## src/sv/fha_pkg.sv

```systemverilog
// fha_pkg: command codes and fixed port widths for the flag handle allocator
// no dependencies; used by the top level and the port checker

package fha_pkg;

  localparam int CMD_W    = 3;
  localparam int HANDLE_W = 8;

  typedef enum logic [CMD_W-1:0] {
    CMD_CREATE = 3'd0,
    CMD_DELETE = 3'd1,
    CMD_SET    = 3'd2,
    CMD_CLEAR  = 3'd3,
    CMD_TEST   = 3'd4
  } cmd_e;

endpackage

```

## src/sv/fha_ram.sv

```systemverilog
// fha_ram: simple dual-port synchronous ram, one write and one registered read
// no dependencies; holds the flag store and the free stack

module fha_ram #(
  parameter int  DEPTH = 16,
  parameter int  WIDTH = 8,
  localparam int AW    = (DEPTH > 1) ? $clog2(DEPTH) : 1
) (
  input  logic             clk_i,
  input  logic             we_i,
  input  logic [AW-1:0]    waddr_i,
  input  logic [WIDTH-1:0] wdata_i,
  input  logic [AW-1:0]    raddr_i,
  output logic [WIDTH-1:0] rdata_o
);

  logic [WIDTH-1:0] mem_q [DEPTH];

  always_ff @(posedge clk_i) begin
    if (we_i) begin
      mem_q[waddr_i] <= wdata_i;
    end
    rdata_o <= mem_q[raddr_i];
  end

endmodule

```

## src/sv/flag_handle_allocator.sv

```systemverilog
// flag_handle_allocator: handle allocator with lifo free stack and packed flag bits
// depends on fha_pkg and fha_ram
//
// one command word enters when start is high and busy is low. commands:
// create, delete, set flag, clear flag, test flag. each accepted word gives
// exactly one result word on handle_out_o, ok_o and flag_value_o, shown for
// one cycle with strobe high, registered after the command stage.
// a new command is taken every cycle while busy is low: the flag word and the
// stack entry are read at the accepting edge, modified and written back in the
// next cycle, with a one-entry bypass on each ram for a write that lands as the
// next command reads the same entry. throughput is set by the flag ram port:
// one read-modify-write per cycle.
// create fails (ok_o low, handle 0) once the fresh count reaches the top
// handle; otherwise it pops the free stack, else hands out a fresh handle.
// delete onto a full free stack drops the handle and reports ok_o low.
// after reset busy stays high for a clearing pass over the flag store, one
// word a cycle over 2^HANDLE_BITS / WORD_BITS words (rounded up), 8 by default.
// results cannot be held off; the receiver must take them as they come.

module flag_handle_allocator #(
  parameter int HANDLE_BITS = 8,
  parameter int WORD_BITS   = 32,
  parameter int FREE_DEPTH  = 256
) (
  input  logic                         clk_i,
  input  logic                         rst_ni,
  input  logic                         start,
  input  logic [fha_pkg::CMD_W-1:0]    command_i,
  input  logic [fha_pkg::HANDLE_W-1:0] handle_i,
  output logic                         busy,
  output logic                         strobe,
  output logic [fha_pkg::HANDLE_W-1:0] handle_out_o,
  output logic                         ok_o,
  output logic                         flag_value_o
);

  import fha_pkg::*;

  localparam int WORD_COUNT = (2**HANDLE_BITS + WORD_BITS - 1) / WORD_BITS;
  localparam int WIDX_W     = (WORD_COUNT > 1) ? $clog2(WORD_COUNT) : 1;
  localparam int BIT_W      = $clog2(WORD_BITS);
  localparam int DIV_SH     = HANDLE_BITS + BIT_W;
  localparam int RECIP      = (2**DIV_SH + WORD_BITS - 1) / WORD_BITS;
  localparam int PROD_W     = DIV_SH + HANDLE_BITS + 1;
  localparam int CALC_W     = HANDLE_BITS + BIT_W;
  localparam int SIDX_W     = $clog2(FREE_DEPTH);
  localparam int DEPTH_W    = $clog2(FREE_DEPTH + 1);
  localparam int EXT_W      = HANDLE_BITS + HANDLE_W;

  logic                   accept;
  logic [EXT_W-1:0]       handle_ext;
  logic [HANDLE_BITS-1:0] h_in;
  logic [PROD_W-1:0]      word_prod;
  logic [WIDX_W-1:0]      rd_word;

  // clearing pass
  logic              clr_busy_q, clr_busy_d;
  logic [WIDX_W-1:0] clr_addr_q, clr_addr_d;

  // command stage
  logic                   s1_valid_q;
  logic [CMD_W-1:0]       s1_cmd_q;
  logic [HANDLE_BITS-1:0] s1_h_q;
  logic [WIDX_W-1:0]      s1_word_q;

  // bypass of the last write on each ram
  logic                   fw_valid_q;
  logic [WIDX_W-1:0]      fw_addr_q;
  logic [WORD_BITS-1:0]   fw_word_q;
  logic                   sfw_valid_q;
  logic [SIDX_W-1:0]      sfw_addr_q;
  logic [HANDLE_BITS-1:0] sfw_data_q;

  logic [HANDLE_BITS-1:0] fresh_q, fresh_d;
  logic [DEPTH_W-1:0]     depth_q, depth_d;

  logic                   strobe_q;
  logic [HANDLE_W-1:0]    hout_q;
  logic                   ok_q;
  logic                   flag_q;

  // ram ports
  logic                   fmem_we;
  logic [WIDX_W-1:0]      fmem_waddr;
  logic [WORD_BITS-1:0]   fmem_wdata;
  logic [WORD_BITS-1:0]   fmem_rdata;
  logic [SIDX_W-1:0]      smem_raddr;
  logic [HANDLE_BITS-1:0] smem_rdata;

  // stage logic
  logic [CALC_W-1:0]      bit_base, bit_off;
  logic [WORD_BITS-1:0]   bit_mask;
  logic [WORD_BITS-1:0]   cur_word, new_word;
  logic [DEPTH_W-1:0]     depth_m1, depth_d_m1;
  logic [SIDX_W-1:0]      pop_idx, push_idx;
  logic [HANDLE_BITS-1:0] pop_val;
  logic                   flag_we, push_we;
  logic [HANDLE_BITS-1:0] hout;
  logic [EXT_W-1:0]       hout_ext;
  logic                   ok, flag;

  assign accept     = start & ~busy;
  assign handle_ext = EXT_W'(handle_i);
  assign h_in       = handle_ext[HANDLE_BITS-1:0];

  // word index by reciprocal multiply, exact for every handle
  assign word_prod = PROD_W'(h_in) * PROD_W'(RECIP);
  assign rd_word   = word_prod[DIV_SH +: WIDX_W];

  always_comb begin
    clr_busy_d = clr_busy_q;
    clr_addr_d = clr_addr_q;
    if (clr_busy_q) begin
      clr_addr_d = clr_addr_q + 1'b1;
      if (clr_addr_q == WIDX_W'(WORD_COUNT - 1)) begin
        clr_busy_d = 1'b0;
      end
    end
  end

  assign bit_base = CALC_W'(s1_word_q) * CALC_W'(WORD_BITS);
  assign bit_off  = CALC_W'(s1_h_q) - bit_base;
  assign bit_mask = WORD_BITS'(1) << bit_off[BIT_W-1:0];
  assign cur_word = (fw_valid_q && fw_addr_q == s1_word_q) ? fw_word_q : fmem_rdata;

  assign depth_m1 = depth_q - 1'b1;
  assign pop_idx  = depth_m1[SIDX_W-1:0];
  assign push_idx = depth_q[SIDX_W-1:0];
  assign pop_val  = (sfw_valid_q && sfw_addr_q == pop_idx) ? sfw_data_q : smem_rdata;

  always_comb begin
    fresh_d  = fresh_q;
    depth_d  = depth_q;
    flag_we  = 1'b0;
    push_we  = 1'b0;
    new_word = cur_word;
    hout     = s1_h_q;
    ok       = 1'b1;
    flag     = 1'b0;
    if (s1_valid_q) begin
      case (cmd_e'(s1_cmd_q))
        CMD_CREATE: begin
          if (fresh_q == '1) begin
            ok   = 1'b0;
            hout = '0;
          end else if (depth_q != '0) begin
            depth_d = depth_m1;
            hout    = pop_val;
          end else begin
            hout    = fresh_q;
            fresh_d = fresh_q + 1'b1;
          end
        end
        CMD_DELETE: begin
          if (depth_q < DEPTH_W'(FREE_DEPTH)) begin
            push_we = 1'b1;
            depth_d = depth_q + 1'b1;
          end else begin
            ok = 1'b0;
          end
          flag_we  = 1'b1;
          new_word = cur_word & ~bit_mask;
        end
        CMD_SET: begin
          flag_we  = 1'b1;
          new_word = cur_word | bit_mask;
        end
        CMD_CLEAR: begin
          flag_we  = 1'b1;
          new_word = cur_word & ~bit_mask;
        end
        CMD_TEST: begin
          flag = |(cur_word & bit_mask);
        end
        default: begin
          ok = 1'b0;
        end
      endcase
    end
  end

  assign hout_ext = EXT_W'(hout);

  // next pop address follows the stack depth left by the command in flight
  assign depth_d_m1 = depth_d - 1'b1;
  assign smem_raddr = depth_d_m1[SIDX_W-1:0];

  assign fmem_we    = clr_busy_q | flag_we;
  assign fmem_waddr = clr_busy_q ? clr_addr_q : s1_word_q;
  assign fmem_wdata = clr_busy_q ? '0 : new_word;

  always_ff @(posedge clk_i or negedge rst_ni) begin
    if (!rst_ni) begin
      clr_busy_q  <= 1'b1;
      clr_addr_q  <= '0;
      s1_valid_q  <= 1'b0;
      fw_valid_q  <= 1'b0;
      sfw_valid_q <= 1'b0;
      fresh_q     <= '0;
      depth_q     <= '0;
      strobe_q    <= 1'b0;
    end else begin
      clr_busy_q  <= clr_busy_d;
      clr_addr_q  <= clr_addr_d;
      s1_valid_q  <= accept;
      fw_valid_q  <= flag_we;
      sfw_valid_q <= push_we;
      fresh_q     <= fresh_d;
      depth_q     <= depth_d;
      strobe_q    <= s1_valid_q;
    end
  end

  always_ff @(posedge clk_i) begin
    s1_cmd_q   <= command_i;
    s1_h_q     <= h_in;
    s1_word_q  <= rd_word;
    fw_addr_q  <= s1_word_q;
    fw_word_q  <= new_word;
    sfw_addr_q <= push_idx;
    sfw_data_q <= s1_h_q;
    hout_q     <= hout_ext[HANDLE_W-1:0];
    ok_q       <= ok;
    flag_q     <= flag;
  end

  fha_ram #(
    .DEPTH (WORD_COUNT),
    .WIDTH (WORD_BITS)
  ) u_flag_ram (
    .clk_i   (clk_i),
    .we_i    (fmem_we),
    .waddr_i (fmem_waddr),
    .wdata_i (fmem_wdata),
    .raddr_i (rd_word),
    .rdata_o (fmem_rdata)
  );

  fha_ram #(
    .DEPTH (FREE_DEPTH),
    .WIDTH (HANDLE_BITS)
  ) u_stack_ram (
    .clk_i   (clk_i),
    .we_i    (push_we),
    .waddr_i (push_idx),
    .wdata_i (s1_h_q),
    .raddr_i (smem_raddr),
    .rdata_o (smem_rdata)
  );

  assign busy         = clr_busy_q;
  assign strobe       = strobe_q;
  assign handle_out_o = hout_q;
  assign ok_o         = ok_q;
  assign flag_value_o = flag_q;

endmodule

```

## config.mk

```make
export PLATFORM = sky130hd
export DESIGN_NAME = flag_handle_allocator
export DESIGN_NICKNAME = d
export VERILOG_FILES = /design/src/sv/fha_pkg.sv /design/src/sv/fha_ram.sv /design/src/sv/flag_handle_allocator.sv
export SDC_FILE = /design/constraint.sdc
export NUM_CORES = 2
export LEC_CHECK = 0
export BUFFER_PORTS_ARGS = -buffer_cell sky130_fd_sc_hd__buf_2
export CORE_MARGIN = 2
export CORE_UTILIZATION = 30
export DETAILED_ROUTE_END_ITERATION = 8
export SYNTH_ARGS = -nofsm -noshare
export SYNTH_HDL_FRONTEND = slang
export SYNTH_SLANG_ARGS = --single-unit
```

## constraint.sdc

```tcl
create_clock -name clk_i -period 7.4 [get_ports clk_i]
set_clock_uncertainty 0.1 [all_clocks]
set_input_delay 0.74 -clock clk_i [delete_from_list [all_inputs] [get_ports clk_i]]
set_output_delay 0.74 -clock clk_i [all_outputs]
set_load 0.1 [all_outputs]
```

# == Word-level counts from Yosys, hierarchy flattened ==
# Memory sizes are Yosys's and may differ from the RTL's. A register that Yosys moved wholly into a read port is not among the register bits.
# Index checks and enable logic that the tools add are counted.
# totals
regBits,100
wordCells,83
out_inout_bits,12
memories,2
mem_bits_rw,2304
in_bits,14
# classes
shifts,1
n_addsub,6
n_bitwise,9
muxes,28
eq_ne,8
n_lt_le_gt_ge,1
reduce_logical,10
# memory_table
memory,depth,width,rd,rd_ports_with_merged_regs,write_ports,line_no,text
u_stack_ram.mem_q,256,8,1,1,1,fha_ram.sv:17,logic [WIDTH-1:0] mem_q [DEPTH];
u_flag_ram.mem_q,8,32,1,1,1,fha_ram.sv:17,
# op_table
cell,count
$mux W32,3
$and A32 B32 Y32,2
$pmux W32 S2,1
$mux W8,5
$mux W9,4
$not A32 Y32,1
$or A32 B32 Y32,1
$reduce_or A32 Y1,1
$shl A1 B5 Y32 const A,1
$pmux W9 S2,1
$mux W1,12
$add A9 B1 Y9 const B,1
$lt A9 B9 Y1 const B,1
$reduce_bool A9 Y1,1
$sub A9 B1 Y9 const B,1
$add A8 B1 Y8 const B,1
$eq A8 B8 Y1,1
$eq A8 B8 Y1 const B,1
$sub A8 B1 Y8 const B,1
$eq A3 B2 Y1 const B,2
$eq A3 B3 Y1 const B,2
$reduce_or A3 Y1,2
$sub A5 B1 Y5 const B,1
$reduce_and A4 Y1,1
other kinds (12),15

# == Longest topological paths before layout ==
# logic_depth
ltp_word,8
mapped_depth,25
ltp_nobuf,16

# == Hierarchy ==
# From an unflattened synthesis, not the netlist that was laid out.
# hier_totals
hier_cells,4662
hier_area_um2,94976.1
# by_module_without_submodules
mod,cells_per_inst,seq_area_each_um2,area_each_um2,instances
fha_ram (u_stack_ram),3733,61659.1,79556.3,1
fha_ram (u_flag_ram),415,8328.0,10466.3,1
flag_handle_allocator,514,2008.2,4953.5,1

# == Least setup slack after synthesis ==
# Ideal clock, no wire load.
# synth_path
path_type,register to register
from,reg s1_word_q[1]
to,mem u_flag_ram.mem_q[2][0] (netlist bit) (enable)
n_path_buf,0
setup_time_ns,0.421
path_slack_ns,1.419
t_arrival_ns,5.460
synth_period_minus_slack_ns,5.981
stages_incl_launch_ff,4
t_required_ns,6.879
path_cell_list,dfxtp_1 -> inv_1 -> o32a_1 -> nor2_1
# synth_between
elab_chain_cells,1
# synth_lines
item,line_no,text
from (decl),flag_handle_allocator.sv:64,logic [WIDX_W-1:0] s1_word_q;
from (signal assigned),flag_handle_allocator.sv:217,s1_word_q <= rd_word;
$mux W3,flag_handle_allocator.sv:189,assign fmem_waddr = clr_busy_q ? clr_addr_q : s1_word_q;
to (decl),fha_ram.sv:17,
# No other way between the ends.

# == Worst setup path in the final report ==
# layout_path
from,reg s1_cmd_q[0]
to,"reg u_stack_ram.rdata_o[1], read port of u_stack_ram.mem_q"
# layout_between
elab_chain_cells,4
elab_cells_between_ends,5
cone_classes,add/sub: 1; eq/ne: 1; mux: 2; reduce/logical: 1
# layout_lines
item,line_no,text
from (decl),flag_handle_allocator.sv:62,logic [CMD_W-1:0] s1_cmd_q;
from (signal assigned),flag_handle_allocator.sv:215,s1_cmd_q <= command_i;
$eq A3 B1 Y1 / $logic_not A3 Y1 (equally long branches),flag_handle_allocator.sv:141,case (cmd_e'(s1_cmd_q))
$pmux W9 S2 *,flag_handle_allocator.sv:141,
$mux W9 *,flag_handle_allocator.sv:140,if (s1_valid_q) begin
net depth_d[0],flag_handle_allocator.sv:75,"logic [DEPTH_W-1:0] depth_q, depth_d;"
$sub A8 B1 Y8 *,flag_handle_allocator.sv:185,assign depth_d_m1 = depth_d - 1'b1;
to (decl),fha_ram.sv:14,output logic [WIDTH-1:0] rdata_o
# Mark *: on every way through the listed nets, which the timed path passes. The rest lies on a longest branch.
# A chain may end at the register's enable or synchronous reset.

==> metrics.cfg <==
[critical_path]
cp_slowest_cell = a2111oi_0
crit_chain = nor3b_4 > and3_1 > nor2_2 > a22oi_4 > inv_8 > ha_4 > buf_12 > mux4_2 > and3_1 > a2111oi_0 > or4_1 > a22oi_1 > a32o_1
max_stage_delay_ns = 1.17
startpoint_type = register
r2r_cells = 13
required_ns = 8.09
reg2reg_slack_ns = 0.55
crit_type = register to register
worst_path_most_repeated_cell = and3_1
cp_max_fo = 71
cp.arrival_ns = 7.54
r2r-start = s1_cmd_q[0]$_DFF_P_
end_kind = register
r2r_end = u_stack_ram.rdata_o[1]$_DFF_P_

[clocking]
clk_pin_slew_ns = 0.06
cts.path.max_buffers = 3
hold_buffers = 9
clkLatencyLatePin_ns = 0.90
cts_root_buf = clkbuf_16
clock_sinks = 2438
post-cts-setup-buffer-count = 0
cts_buffers = 238
tritoncts = done
cts_resized = 0
htree_num_levels = 4

[die]
start_util_pct = 30.1
fp.dieH_um = 568
coreArea_um2 = 317000
fp-row-count = 207
die-area_um2 = 323000
die_w_um = 568
io-pin-count = 26

[timing]
hold_viol = 0
finalSetupTns_ns = 0
max_slew.worst_pin.slew_ns = 1.40
period_minus_slack_ns = 6.85
fmax_ghz = 0.146
slew_headroom_pct = 4.05
finalCritPeriodShare_pct = 92.6
setup_viol = 0
rsz0062_at_grt = no
slew_viol_final = 0

[layout]
fin_area_um2 = 109000
final_common_cell = edfxtp_1
areaGrowthSynthToFinish_pct = 14.2
fillers = 29300
layout-drive-gt1-share_pct = 24.7
fin_nets = 4770
final_cell_mix = 2,304 x edfxtp_1, 611 x mux4_2, 320 x nor2_1, 238 x clkbuf_16, 101 x dfxtp_1

[drt]
ant_nets = 0
wl_met2_um = 113000
detail_route.wl_per_cell_um = 26.5
vias = 47700
drc = 0
wl_met3_um = 19400
drtIter0Drc = 6436
drt-total-wl_um = 242000
viasPerCell = 5.22
wl_met1_um = 102000
drt_first_pass_iters = 5
highest_layer = met5

[power]
switching_share_pct = 32.6
irDropWorstVdd_v = 0.000481
p_seq_share_pct = 38.4
power_density_nw_per_um2 = 369
combPwrFrac_pct = 31.1
power_frac_clock_pct = 30.5
p_int_uw = 27100
leakage_uw = 0.0334
p_sw_uw = 13100

[min_path]
min_to = s1_valid_q$_DFF_PN0_
min-delay-start = start
hold-path-cell-count = 2
hp-class = primary input to register

[grt]
grt_max_degree = 201
grt_antenna_before_repair = 18
grt.overflow.total = 0
grt_usage_pct = 14.7
grt_pass1_wl_um = 350000
grt_pass1_vias = 47700

[synth]
ys_async_sr_fraction_pct = 1.03
synth_top_cells_by_area = edfxtp_1 73%, mux4_2 14%, dfxtp_1 2.3%
seq_area_frac_synth_pct = 75.5
ys_ff_latch = 2438
synth_cells = 4657
yosysTopAreaCellShare_pct = 72.5
synth_largest_area_cell = edfxtp_1
avgSynthCellArea_um2 = 20.5
synth.distinct_cells = 95
synth.yosys.warnings = 0
netlist_area_um2 = 95400
syn-num-nets = 4680
synth-main-ff-cell = edfxtp_1
synth_edf_count = 2304

[flow_run]
drv_cap = 0

[placed_design]
placed_area_um2 = 101000
gp_congestion = 0.872
dpl.hpwl_um = 145000
portBuffers = 25

[outcome]
status = completed

## power by group through the flow
stage	Combinational, uW	Sequential, uW	Clock [uW]
finish	12500	15400	12300
global route	13000	15400	13000
CTS	12500	15400	12500
detailed placement	12500	15700	0
global placement	12500	15700	0
floorplan	7790	15800	0
## metal layers
| metal | global-route usage (%) | vias to the layer above |
|---|---|---|
| li1 | - | 19600 |
| met1 | 20.5 | 25600 |
| met2 | 23.2 | 2116 |
| met3 | 2.82 | 431 |
| met4 | 4.90 | 4 |
| met5 | 0 | - |
## worst max-delay path by stage
stage | start | end | slack [ns]
finish | s1_cmd_q[0]$_DFF_P_ | u_stack_ram.rdata_o[1]$_DFF_P_ | 0.55
floorplan | s1_word_q[1]$_DFF_P_ | u_flag_ram.mem_q[2][0]$_DFFE_PP_ | 1.42
detailed placement | s1_cmd_q[0]$_DFF_P_ | u_stack_ram.rdata_o[3]$_DFF_P_ | 0.67
global placement | s1_cmd_q[0]$_DFF_P_ | u_stack_ram.rdata_o[1]$_DFF_P_ | 0.84
CTS | s1_cmd_q[0]$_DFF_P_ | u_stack_ram.rdata_o[3]$_DFF_P_ | 0.64
global route | s1_cmd_q[0]$_DFF_P_ | u_stack_ram.rdata_o[3]$_DFF_P_ | 0.48
## synthesized netlist by cell type, types with 11 or more instances
library cell / number
nor2b_1: 40
clkbuf_1: 186
a211oi_1: 79
a2111oi_0: 21
dfxtp_1: 109
dfrtp_1: 24
or4_1: 11
nand3_1: 102
o21a_1: 13
o21ai_0: 61
buf_6: 16
a22oi_1: 18
nor4_1: 36
buf_1: 20
buf_4: 19
nand4_1: 16
nor2_1: 332
inv_1: 14
and3_1: 87
xnor2_1: 18
buf_2: 56
nand2_1: 85
mux2_2: 44
edfxtp_1: 2304
a21oi_1: 13
mux2i_1: 88
o22ai_1: 13
nor3_1: 21
mux4_2: 611
## critical path, delay by kind of cell, from the launching register on
kind	cells	cell delay, ns
buf+inv	2	0.76
fa+ha+maj	1	0.90
compound gates	4	2.06
flops	1	0.71
mux	1	0.37
simple gates	5	1.75
## cell families (layout without fill, tap and decap cells)
| group | count (synthesis) | count (layout) | synth area share, % |
|---|---|---|---|
| flip-flops | 2438 | 2438 | 75.5 |
| AND/OR/NAND/NOR | 787 | 787 | 4.08 |
| multiplexers | 743 | 743 | 15.9 |
| AO/OA/AOI/OAI | 336 | 336 | 2.66 |
| buffers and inverters | 314 | 611 | 1.51 |
| XOR/XNOR | 30 | 30 | 0.291 |
| adder cells (fa/ha/maj) | 9 | 9 | 0.118 |
| other | 0 | 4 | 0 |
## through the flow
| step | instances | power (uW) | hold slack [ns] | util [%] | setup slack (ns) |
|---|---|---|---|---|---|
| after floorplan | 4657 | 23500 | 0.273 | - | 1.42 |
| final | 9138 | 40200 | 0.0565 | 34.3 | 0.549 |
| after global routing | 9136 | 41500 | 0.0378 | 34.3 | 0.483 |
| after detailed placement | 8678 | 28200 | 0.385 | 31.8 | 0.675 |
| after CTS | 9134 | 40400 | 0.00741 | 34.3 | 0.638 |
| after global placement | 8678 | 28200 | 0.366 | 31.8 | 0.845 |
## state kept, by name, summed over array words and instances (netlist names)
name / cells
flag_value_o: 1
u_stack_ram.mem_q: 2048
strobe: 1
s1_valid_q: 1
s1_h_q: 6
u_flag_ram.rdata_o: 32
fw_word_q: 32
sfw_addr_q: 8
sfw_valid_q: 1
busy: 1
s1_word_q: 2
s1_cmd_q: 3
u_stack_ram.rdata_o: 8
sfw_data_q: 7
handle_out_o: 8
depth_q: 9
fresh_q: 8
clr_addr_q: 3
fw_valid_q: 1
ok_o: 1
fw_addr_q: 1
u_flag_ram.mem_q: 256
## final cells by class
| cell class | count | area [um2] | area share, % |
|---|---|---|---|
| Antenna cell | 4 | 10.0 | 0.00919 |
| Clock buffer | 291 | 6200 | 5.70 |
| Clock inverter | 156 | 1820 | 1.67 |
| Inverter | 17 | 71.3 | 0.0655 |
| Multi-Input combinational cell | 1905 | 22200 | 20.4 |
| Sequential cell | 2438 | 72000 | 66.1 |
| Tap cell | 4180 | 5230 | 4.80 |
| Timing Repair Buffer | 147 | 1300 | 1.20 |
(Power assumes the default switching activity.)
